==> config.mk <==
export PLATFORM = sky130hd
export DESIGN_NAME = altitude_flight_mode_throttle
export DESIGN_NICKNAME = d
export VERILOG_FILES = /design/src/hdl/afmt_pkg.sv /design/src/hdl/afmt_ucode_rom.sv /design/src/hdl/afmt_div.sv /design/src/hdl/altitude_flight_mode_throttle.sv
export SDC_FILE = /design/constraint.sdc
export NUM_CORES = 1
export LEC_CHECK = 0
export ABC_AREA = 1
export CELL_PAD_IN_SITES_DETAIL_PLACEMENT = 0
export CELL_PAD_IN_SITES_GLOBAL_PLACEMENT = 1
export CORE_MARGIN = 3
export CORE_UTILIZATION = 42
export DETAILED_ROUTE_END_ITERATION = 8
export DONT_BUFFER_PORTS = 1
export PLACE_DENSITY_LB_ADDON = 0.1
export SYNTH_ARGS = -nofsm -noshare
export SYNTH_HDL_FRONTEND = slang
export SYNTH_SLANG_ARGS = --single-unit
==> constraint.sdc <==
create_clock -name clk -period 14.5 [get_ports clk]
set_input_delay 1.45 -clock clk [delete_from_list [all_inputs] [get_ports clk]]
set_output_delay 1.45 -clock clk [all_outputs]
set_load 0.005 [all_outputs]
==> src/hdl/afmt_pkg.sv <==
// ----------------------------------------------------------------------------
// Altitude flight-mode throttle package
// Field widths, fixed constants, flight modes and the control word of the
// microcoded sequencer.
// ----------------------------------------------------------------------------
package afmt_pkg;

  localparam int unsigned TICKS_W    = 16;
  localparam int unsigned DIST_W     = 11;
  localparam int unsigned WIDTH_W    = 16;
  localparam int unsigned HOVER_W    = 8;
  localparam int unsigned CFG_IDX_W  = 3;
  localparam int unsigned CFG_DATA_W = 16;
  localparam int unsigned STEP_W     = 3;

  // Register indexes of the configuration port.
  localparam logic [CFG_IDX_W-1:0] REG_SWITCH_HEIGHT = 3'd0;
  localparam logic [CFG_IDX_W-1:0] REG_KILL_HEIGHT   = 3'd1;
  localparam logic [CFG_IDX_W-1:0] REG_VALID_LIMIT   = 3'd2;
  localparam logic [CFG_IDX_W-1:0] REG_WIDTH_CEILING = 3'd3;
  localparam logic [CFG_IDX_W-1:0] REG_HOVER_ITEMS   = 3'd4;

  localparam logic [DIST_W-1:0]  RST_SWITCH_HEIGHT = 11'd480;
  localparam logic [DIST_W-1:0]  RST_KILL_HEIGHT   = 11'd960;
  localparam logic [DIST_W-1:0]  RST_VALID_LIMIT   = 11'd1600;
  localparam logic [WIDTH_W-1:0] RST_WIDTH_CEILING = 16'd9000;
  localparam logic [HOVER_W-1:0] RST_HOVER_ITEMS   = 8'd20;

  localparam logic [DIST_W-1:0]  TICKS_PER_CM = 11'd592;
  localparam logic [11:0]        TAKEOFF_GAIN = 12'd3000;
  localparam logic [WIDTH_W-1:0] BASE_WIDTH   = 16'd6000;
  localparam logic [5:0]         LAND_SLOPE   = 6'd35;
  localparam logic [WIDTH_W-1:0] LAND_BASE    = 16'd5600;
  localparam logic [WIDTH_W-1:0] KILL_WIDTH   = 16'd4500;
  localparam logic [HOVER_W-1:0] HOVER_MAX    = 8'd255;

  // Ticks per cm is 37 shifted left by four. The division by 37 is a multiply
  // by the rounded-up reciprocal, exact for numerators below 2**20.
  localparam int unsigned            CM_PRE_SHIFT   = 4;
  localparam int unsigned            CM_RECIP_W     = 21;
  localparam int unsigned            CM_RECIP_SHIFT = 26;
  localparam logic [CM_RECIP_W-1:0]  CM_RECIP       = 21'd1813754;

  typedef enum logic [1:0] {
    MODE_TAKEOFF = 2'd0,
    MODE_HOVER   = 2'd1,
    MODE_LANDING = 2'd2
  } mode_t;

  // Condition that holds a step or sends it to its jump target.
  typedef enum logic [2:0] {
    COND_NONE,
    COND_NO_INPUT,
    COND_DIV_BUSY,
    COND_NOT_TAKEOFF,
    COND_OUT_BLOCKED
  } cond_t;

  typedef struct packed {
    cond_t             cond;
    logic [STEP_W-1:0] target;
    logic              accept;
    logic              load_gain;
    logic              take_dist;
    logic              finish;
    logic              last;
  } ctrl_word_t;

  // Program addresses.
  localparam logic [STEP_W-1:0] STEP_ACCEPT    = 3'd0;
  localparam logic [STEP_W-1:0] STEP_MEAS_WAIT = 3'd1;
  localparam logic [STEP_W-1:0] STEP_DIST      = 3'd2;
  localparam logic [STEP_W-1:0] STEP_GAIN      = 3'd3;
  localparam logic [STEP_W-1:0] STEP_GAIN_WAIT = 3'd4;
  localparam logic [STEP_W-1:0] STEP_WIDTH     = 3'd5;

endpackage

==> src/hdl/afmt_ucode_rom.sv <==
// ----------------------------------------------------------------------------
// Altitude flight-mode throttle control store
// Read-only program of the sequencer: one control word per step.
// ----------------------------------------------------------------------------
module afmt_ucode_rom (
  input  logic [afmt_pkg::STEP_W-1:0] step,
  output afmt_pkg::ctrl_word_t        ctrl
);
  import afmt_pkg::*;

  always_comb begin
    ctrl = '{cond: COND_NONE, target: STEP_ACCEPT, accept: 1'b0, load_gain: 1'b0,
             take_dist: 1'b0, finish: 1'b0, last: 1'b0};
    case (step)
      STEP_ACCEPT: begin
        // Wait for a request, then capture the echo width.
        ctrl.cond   = COND_NO_INPUT;
        ctrl.target = STEP_ACCEPT;
        ctrl.accept = 1'b1;
      end
      STEP_MEAS_WAIT: begin
        // Wait while the reciprocal product is registered.
        ctrl.cond   = COND_NONE;
      end
      STEP_DIST: begin
        ctrl.take_dist = 1'b1;
      end
      STEP_GAIN: begin
        // Only takeoff needs the gain quotient.
        ctrl.cond      = COND_NOT_TAKEOFF;
        ctrl.target    = STEP_WIDTH;
        ctrl.load_gain = 1'b1;
      end
      STEP_GAIN_WAIT: begin
        ctrl.cond   = COND_DIV_BUSY;
        ctrl.target = STEP_GAIN_WAIT;
      end
      STEP_WIDTH: begin
        ctrl.cond   = COND_OUT_BLOCKED;
        ctrl.target = STEP_WIDTH;
        ctrl.finish = 1'b1;
        ctrl.last   = 1'b1;
      end
      default: begin
        ctrl.cond   = COND_NONE;
        ctrl.last   = 1'b1;
      end
    endcase
  end

endmodule

==> src/hdl/afmt_div.sv <==
// ----------------------------------------------------------------------------
// Altitude flight-mode throttle divider
// Restoring divider that produces one quotient bit per cycle.
// ----------------------------------------------------------------------------
module afmt_div #(
  parameter int unsigned NUM_W = 20
) (
  input  logic                        clk,
  input  logic                        rst,
  input  logic                        start,
  input  logic [NUM_W-1:0]            dividend,
  input  logic [afmt_pkg::DIST_W-1:0] divisor,
  output logic                        busy,
  output logic [NUM_W-1:0]            quotient
);
  import afmt_pkg::*;

  localparam int unsigned CNT_W = $clog2(NUM_W + 1);

  logic [CNT_W-1:0]  count;
  logic [DIST_W-1:0] rem;
  logic [DIST_W-1:0] dvsr;
  logic [DIST_W:0]   trial;
  logic              fits;

  assign busy  = (count != '0);
  assign trial = {rem, quotient[NUM_W-1]};
  assign fits  = (trial >= {1'b0, dvsr});

  always_ff @(posedge clk) begin
    if (rst) begin
      count <= '0;
    end else if (start) begin
      count <= CNT_W'(NUM_W);
    end else if (busy) begin
      count <= count - 1'b1;
    end
  end

  always_ff @(posedge clk) begin
    if (start) begin
      rem      <= '0;
      dvsr     <= divisor;
      quotient <= dividend;
    end else if (busy) begin
      // The remainder stays below the divisor, so it fits in DIST_W bits.
      if (fits) begin
        rem <= DIST_W'(trial - {1'b0, dvsr});
      end else begin
        rem <= trial[DIST_W-1:0];
      end
      quotient <= {quotient[NUM_W-2:0], fits};
    end
  end

endmodule

==> src/hdl/altitude_flight_mode_throttle.sv <==
// ----------------------------------------------------------------------------
// Altitude flight-mode throttle: echo width to PWM high time per flight mode.
// One request at a time: a new echo is accepted only after the last result is
// issued, and in takeoff only after the one-bit-per-cycle divider has produced
// the gain quotient.
// Synchronous reset returns to takeoff with all history cleared.
// ----------------------------------------------------------------------------
module altitude_flight_mode_throttle #(
  parameter int unsigned DIST_FRAC_BITS = 4
) (
  input  logic                            clk,
  input  logic                            rst,
  input  logic                            echo_valid,
  output logic                            echo_stall,
  input  logic [afmt_pkg::TICKS_W-1:0]    echo_ticks,
  output logic                            result_valid,
  input  logic                            result_stall,
  output logic [afmt_pkg::WIDTH_W-1:0]    high_width,
  output logic [1:0]                      mode,
  output logic [afmt_pkg::DIST_W-1:0]     distance,
  output logic                            rejected,
  input  logic                            cfg_valid,
  output logic                            cfg_ready,
  input  logic [afmt_pkg::CFG_IDX_W-1:0]  cfg_index,
  input  logic [afmt_pkg::CFG_DATA_W-1:0] cfg_data
);
  import afmt_pkg::*;

  localparam int unsigned NUM_W  = TICKS_W + DIST_FRAC_BITS;
  localparam int unsigned CALC_W = NUM_W + 2;
  localparam int unsigned PROD_W = NUM_W + CM_RECIP_W;
  localparam int unsigned MEAS_W = PROD_W - CM_RECIP_SHIFT;

  logic [DIST_W-1:0]  switch_height;
  logic [DIST_W-1:0]  kill_height;
  logic [DIST_W-1:0]  valid_limit;
  logic [WIDTH_W-1:0] width_ceiling;
  logic [HOVER_W-1:0] hover_items;

  logic [STEP_W-1:0]  step;
  logic [STEP_W-1:0]  step_next;
  ctrl_word_t         ctrl;
  logic               cond_true;
  logic               act;

  mode_t              flight_mode;
  mode_t              flight_mode_next;
  logic [DIST_W-1:0]  last_distance;
  logic [WIDTH_W-1:0] last_width;
  logic [HOVER_W-1:0] hover_count;
  logic [HOVER_W-1:0] hover_count_next;
  logic               rejected_now;

  logic [TICKS_W-1:0] echo_hold;
  logic [NUM_W-1:0]   meas_scaled;
  logic [PROD_W-1:0]  meas_prod;
  logic [MEAS_W-1:0]  measured;
  logic               meas_rejected;

  logic               div_start;
  logic [NUM_W-1:0]   div_dividend;
  logic [DIST_W-1:0]  div_divisor;
  logic               div_busy;
  logic [NUM_W-1:0]   div_quotient;

  logic [CALC_W-1:0]  land_prod;
  logic [CALC_W-1:0]  calc_width;
  logic               hold;
  logic               kill;
  logic [WIDTH_W-1:0] width_next;

  assign cfg_ready = 1'b1;

  always_ff @(posedge clk) begin
    if (rst) begin
      switch_height <= RST_SWITCH_HEIGHT;
      kill_height   <= RST_KILL_HEIGHT;
      valid_limit   <= RST_VALID_LIMIT;
      width_ceiling <= RST_WIDTH_CEILING;
      hover_items   <= RST_HOVER_ITEMS;
    end else if (cfg_valid) begin
      case (cfg_index)
        REG_SWITCH_HEIGHT: switch_height <= cfg_data[DIST_W-1:0];
        REG_KILL_HEIGHT:   kill_height   <= cfg_data[DIST_W-1:0];
        REG_VALID_LIMIT:   valid_limit   <= cfg_data[DIST_W-1:0];
        REG_WIDTH_CEILING: width_ceiling <= cfg_data[WIDTH_W-1:0];
        REG_HOVER_ITEMS:   hover_items   <= cfg_data[HOVER_W-1:0];
        default: ;
      endcase
    end
  end

  afmt_ucode_rom u_rom (
    .step (step),
    .ctrl (ctrl)
  );

  always_comb begin
    case (ctrl.cond)
      COND_NONE:        cond_true = 1'b0;
      COND_NO_INPUT:    cond_true = !echo_valid;
      COND_DIV_BUSY:    cond_true = div_busy;
      COND_NOT_TAKEOFF: cond_true = (flight_mode != MODE_TAKEOFF);
      COND_OUT_BLOCKED: cond_true = result_valid && result_stall;
      default:          cond_true = 1'b0;
    endcase
  end

  // A step's actions fire on the cycle its condition releases it.
  assign act        = !cond_true;
  assign echo_stall = !ctrl.accept;
  assign step_next  = cond_true ? ctrl.target :
                      (ctrl.last ? STEP_ACCEPT : step + 1'b1);

  // Distance is (ticks << DIST_FRAC_BITS) / 592: drop the factor of 16 by a
  // shift, then divide by 37 through the reciprocal product.
  assign meas_scaled  = (NUM_W'(echo_hold) << DIST_FRAC_BITS) >> CM_PRE_SHIFT;
  assign measured     = meas_prod[PROD_W-1:CM_RECIP_SHIFT];
  assign rejected_now = (measured > MEAS_W'(valid_limit));

  always_ff @(posedge clk) begin
    meas_prod <= PROD_W'(meas_scaled) * PROD_W'(CM_RECIP);
  end

  assign div_start    = act && ctrl.load_gain;
  assign div_dividend = NUM_W'(TAKEOFF_GAIN) << DIST_FRAC_BITS;
  assign div_divisor  = last_distance;

  afmt_div #(
    .NUM_W (NUM_W)
  ) u_div (
    .clk      (clk),
    .rst      (rst),
    .start    (div_start),
    .dividend (div_dividend),
    .divisor  (div_divisor),
    .busy     (div_busy),
    .quotient (div_quotient)
  );

  // Width for the current mode, then the kill and ceiling rules.
  always_comb begin
    land_prod        = CALC_W'(last_distance) * CALC_W'(LAND_SLOPE);
    flight_mode_next = flight_mode;
    hover_count_next = hover_count;
    hold             = 1'b0;
    calc_width       = CALC_W'(BASE_WIDTH);
    case (flight_mode)
      MODE_TAKEOFF: begin
        hold       = (last_distance == '0);
        calc_width = CALC_W'(div_quotient) + CALC_W'(BASE_WIDTH);
        if (last_distance > switch_height) begin
          flight_mode_next = MODE_HOVER;
          hover_count_next = '0;
          calc_width       = CALC_W'(BASE_WIDTH);
          hold             = 1'b0;
        end
      end
      MODE_HOVER: begin
        if (hover_count < HOVER_MAX) begin
          hover_count_next = hover_count + 1'b1;
        end
        if (hover_count_next >= hover_items) begin
          flight_mode_next = MODE_LANDING;
        end
      end
      default: begin
        calc_width = (land_prod >> DIST_FRAC_BITS) + CALC_W'(LAND_BASE);
      end
    endcase
    kill = (last_distance > kill_height);
    if (kill) begin
      calc_width = CALC_W'(KILL_WIDTH);
      hold       = 1'b0;
    end
    if (hold || calc_width > CALC_W'(width_ceiling)) begin
      width_next = last_width;
    end else begin
      width_next = calc_width[WIDTH_W-1:0];
    end
  end

  always_ff @(posedge clk) begin
    if (rst) begin
      step          <= STEP_ACCEPT;
      flight_mode   <= MODE_TAKEOFF;
      last_distance <= '0;
      last_width    <= '0;
      hover_count   <= '0;
      result_valid  <= 1'b0;
    end else begin
      step <= step_next;
      if (result_valid && !result_stall) begin
        result_valid <= 1'b0;
      end
      if (act && ctrl.take_dist && !rejected_now) begin
        last_distance <= measured[DIST_W-1:0];
      end
      if (act && ctrl.finish) begin
        flight_mode  <= flight_mode_next;
        hover_count  <= hover_count_next;
        last_width   <= width_next;
        result_valid <= 1'b1;
      end
    end
  end

  // The previous result may still be waiting, so the outputs change only when
  // the new result is released.
  always_ff @(posedge clk) begin
    if (act && ctrl.accept) begin
      echo_hold <= echo_ticks;
    end
    if (act && ctrl.take_dist) begin
      meas_rejected <= rejected_now;
    end
    if (act && ctrl.finish) begin
      high_width <= width_next;
      mode       <= flight_mode_next;
      distance   <= last_distance;
      rejected   <= meas_rejected;
    end
  end

endmodule

==> flow_metrics.env <==
export IMPL_status="finished, final reports clean"
export IMPL_cts_htree_levels=1
export IMPL_finClkSkew_ns=0.0215
export IMPL_die_area_um2=44200
export IMPL_nets=2544
export IMPL_syn_inst=2120
export IMPL_yosysWarnings=0
export IMPL_hold_depth=0
export IMPL_cap_violations=0
export IMPL_worstHoldStart="meas_rejected"
export IMPL_synth_compound_area_frac=0.107
export IMPL_ctsResizeCount=0
export IMPL_cts_tree="built"
export IMPL_grt_pass1_wl_mm=74.7
export IMPL_cp_top_family="adder cells"
export IMPL_start_kind="flop"
export IMPL_synth_seq_area_share=0.265
export IMPL_fin_area_um2=18900
export IMPL_grt_start_max_net_pins=67
export IMPL_path_class="flop to flop"
export IMPL_synth_top_family_by_area="adder cells"
export IMPL_cts_buffers=26
export IMPL_clock_latency_ns=0.55
export IMPL_initial_core_util=0.428
export IMPL_placed_cell_area_um2=18000
export IMPL_cts_setup_buffers=0
export IMPL_synthesis_area_um2=17500
export IMPL_clkTransAtPathRegs_ns=0.06
export IMPL_synthAdderAreaFrac=0.340
export IMPL_grt_pass1_vias=13600
export IMPL_tns_ns=0
export IMPL_slowest_stage="dfxtp_1"
export IMPL_worst_endpoint_required_ns=15.00
export IMPL_holdPathEnd="rejected"
export IMPL_synth_xor_area_frac=0.0190
export IMPL_critPathMaxStageDelay_ns=0.56
export IMPL_holdBufCountCts=0
export IMPL_synth_simple_area_share=0.161
export IMPL_utilization=0.462
export IMPL_drive_gt1_frac=0.0394
export IMPL_synthArstFlopShare=0
export IMPL_dr_pass1_iters=5
export IMPL_instances_no_fill=2666
export IMPL_dp_cells=2618
export IMPL_crit_top_cell="nand2_1"
export IMPL_syn_area_per_cell_um2=8.27
export IMPL_ios=73
export IMPL_n_antenna_cell=0
export IMPL_synth_edf_count=58
export IMPL_wire_per_inst_um=17.3
export IMPL_ys_flop_type="dfxtp_1"
export IMPL_worst_path_buf_inv=8
export IMPL_drtIter0Drc=729
export IMPL_synth_nets=2550
export IMPL_hold_viol=0
export IMPL_r2r_cells=38
export IMPL_via_count=13400
export IMPL_synth_mux_area_frac=0.000642
export IMPL_hold_path_class="flop to flop"
export IMPL_synth_cell_types=57
export IMPL_endpoint_kind="flop"
export IMPL_die_x_um=210
export IMPL_r2r_end="last_width[10]"
export IMPL_coreArea_um2=41000
export IMPL_slew_headroom=0.291
export IMPL_cp_arrival_ns=6.12
export IMPL_cts_root_buffer="clkbuf_16"
export IMPL_area_growth_pct=7.97
export IMPL_die_h_um=210
export IMPL_hpwl_mm=38.0
export IMPL_cp_max_fo=14
export IMPL_fmax_mhz=178
export IMPL_clockBufferDepth=3
export IMPL_tightest_slew_ns=1.06
export IMPL_drt_total_wl_mm=46.1
export IMPL_antenna_found_initial=0
export IMPL_io_buffers=0
export IMPL_rrSetupSlack_ns=8.88
export IMPL_cts_sinks=203
export IMPL_grt_overflow=0
export IMPL_antenna_left=0
export IMPL_viasPerCell=5.02
export IMPL_rsz0062_at_grt="false"
export IMPL_min_period_ns=5.62
export IMPL_fin_crit_sh=0.388
export IMPL_gp_congestion=0.918
export IMPL_grt_usage=0.213
export IMPL_synth_seq_cells=203
export IMPL_slew_violations=0
export IMPL_num_rows=74
export IMPL_worstReg2RegStart="div_divisor[9]"
export IMPL_setup_violations=0
export IMPL_route_detailed_drc=0
[cell usage after synthesis, types with 3 or more instances]
master	instances	area [µm²]
o31ai_1	4	30.0
xor2_1	25	219
buf_2	8	40.0
dfxtp_1	145	2900
nand4_1	23	144
nor4_1	3	18.8
fa_1	145	2900
nand2_2	9	56.3
nand2_1	373	1400
or2_2	5	31.3
o211ai_1	30	225
inv_1	440	1650
o2111ai_1	4	35.0
nor3_2	3	30.0
o21ai_0	126	631
a21oi_1	128	641
o21a_1	4	30.0
a31oi_1	5	31.3
a21boi_0	3	22.5
a221oi_1	3	26.3
o21ai_1	8	40.0
nor2_1	146	548
nor3_1	15	75.1
xnor2_1	13	114
o21bai_1	5	37.5
a21o_1	4	30.0
ha_1	245	3070
clkbuf_1	23	86.3
a211oi_1	4	30.0
nand3_1	75	375
nor2_2	3	18.8
edfxtp_1	58	1740
inv_2	4	15.0
[area by class of cell]
type | count | area (µm²)
flip-flops and latches | 203 | 4640
clock inverters | 16 | 196
multi-input cells | 1433 | 11000
inverters | 445 | 1670
repair buffers | 5 | 37.5
fillers | 4144 | 22100
clock buffers | 32 | 703
well taps | 532 | 666
[registers in the layout, summed over array words and instances, names as in the netlist, 16 cells and up]
name	cells
u_div.quotient	20
echo_hold	16
high_width	16
last_width	16
width_ceiling	16
[routing by layer]
layer  routed length, µm  part of all wire  GRT usage
met1               21300              0.46      0.288
met2               22600              0.49      0.376
met3                1240             0.027     0.0192
met4                 982             0.021     0.0437
met5                   0                 0          0
[worst max path at each step]
stage | cells after the start | startpoint | slack, ns | endpoint
after floorplan | 18 | echo_hold[7] | 9.44 | meas_prod[33]
after global placement | 37 | div_divisor[9] | 8.98 | last_width[10]
after detailed placement | 36 | div_divisor[7] | 8.88 | last_width[10]
after CTS | 38 | div_divisor[9] | 8.84 | last_width[10]
after global routing | 38 | div_divisor[9] | 8.21 | last_width[10]
final | 38 | div_divisor[9] | 8.88 | last_width[10]
[kinds of logic after synthesis]
group / Yosys count
XOR/XNOR: 38
multiplexers: 1
buffers and inverters: 484
flip-flops: 203
AND/OR/NAND/NOR: 669
other: 1
AO/OA/AOI/OAI: 334
adder cells (fa/ha/maj): 390
[metrics by stage]
step                      setup WS [ns]  hold WS (ns)
after floorplan                    9.44         0.400
after global placement             8.98         0.422
after detailed placement           8.88         0.421
after CTS                          8.84         0.435
after global routing               8.21         0.442
final                              8.88         0.432
[cells in the final DEF, fill, tap and decap left out, types with 6 or more instances in the layout]
cell       synthesis  final
edfxtp_1          58     58
inv_1            440    438
nor2_1           146    144
xnor2_1           13     13
o21ai_1            8      8
clkinv_1           1      6
nand3_1           75     75
nand2_2            9      9
nor3_1            15     15
fa_1             145    145
o21ai_0          126    126
dfxtp_1          145    145
nand4_1           23     23
ha_1             245    245
clkbuf_16          0     26
a21oi_1          128    128
o211ai_1          30     30
nand2_1          373    373
xor2_1            25     25
Power is left out: the tool's default activity adds up to more than one toggle a clock period on the data nets, which glitch-free logic cannot reach.
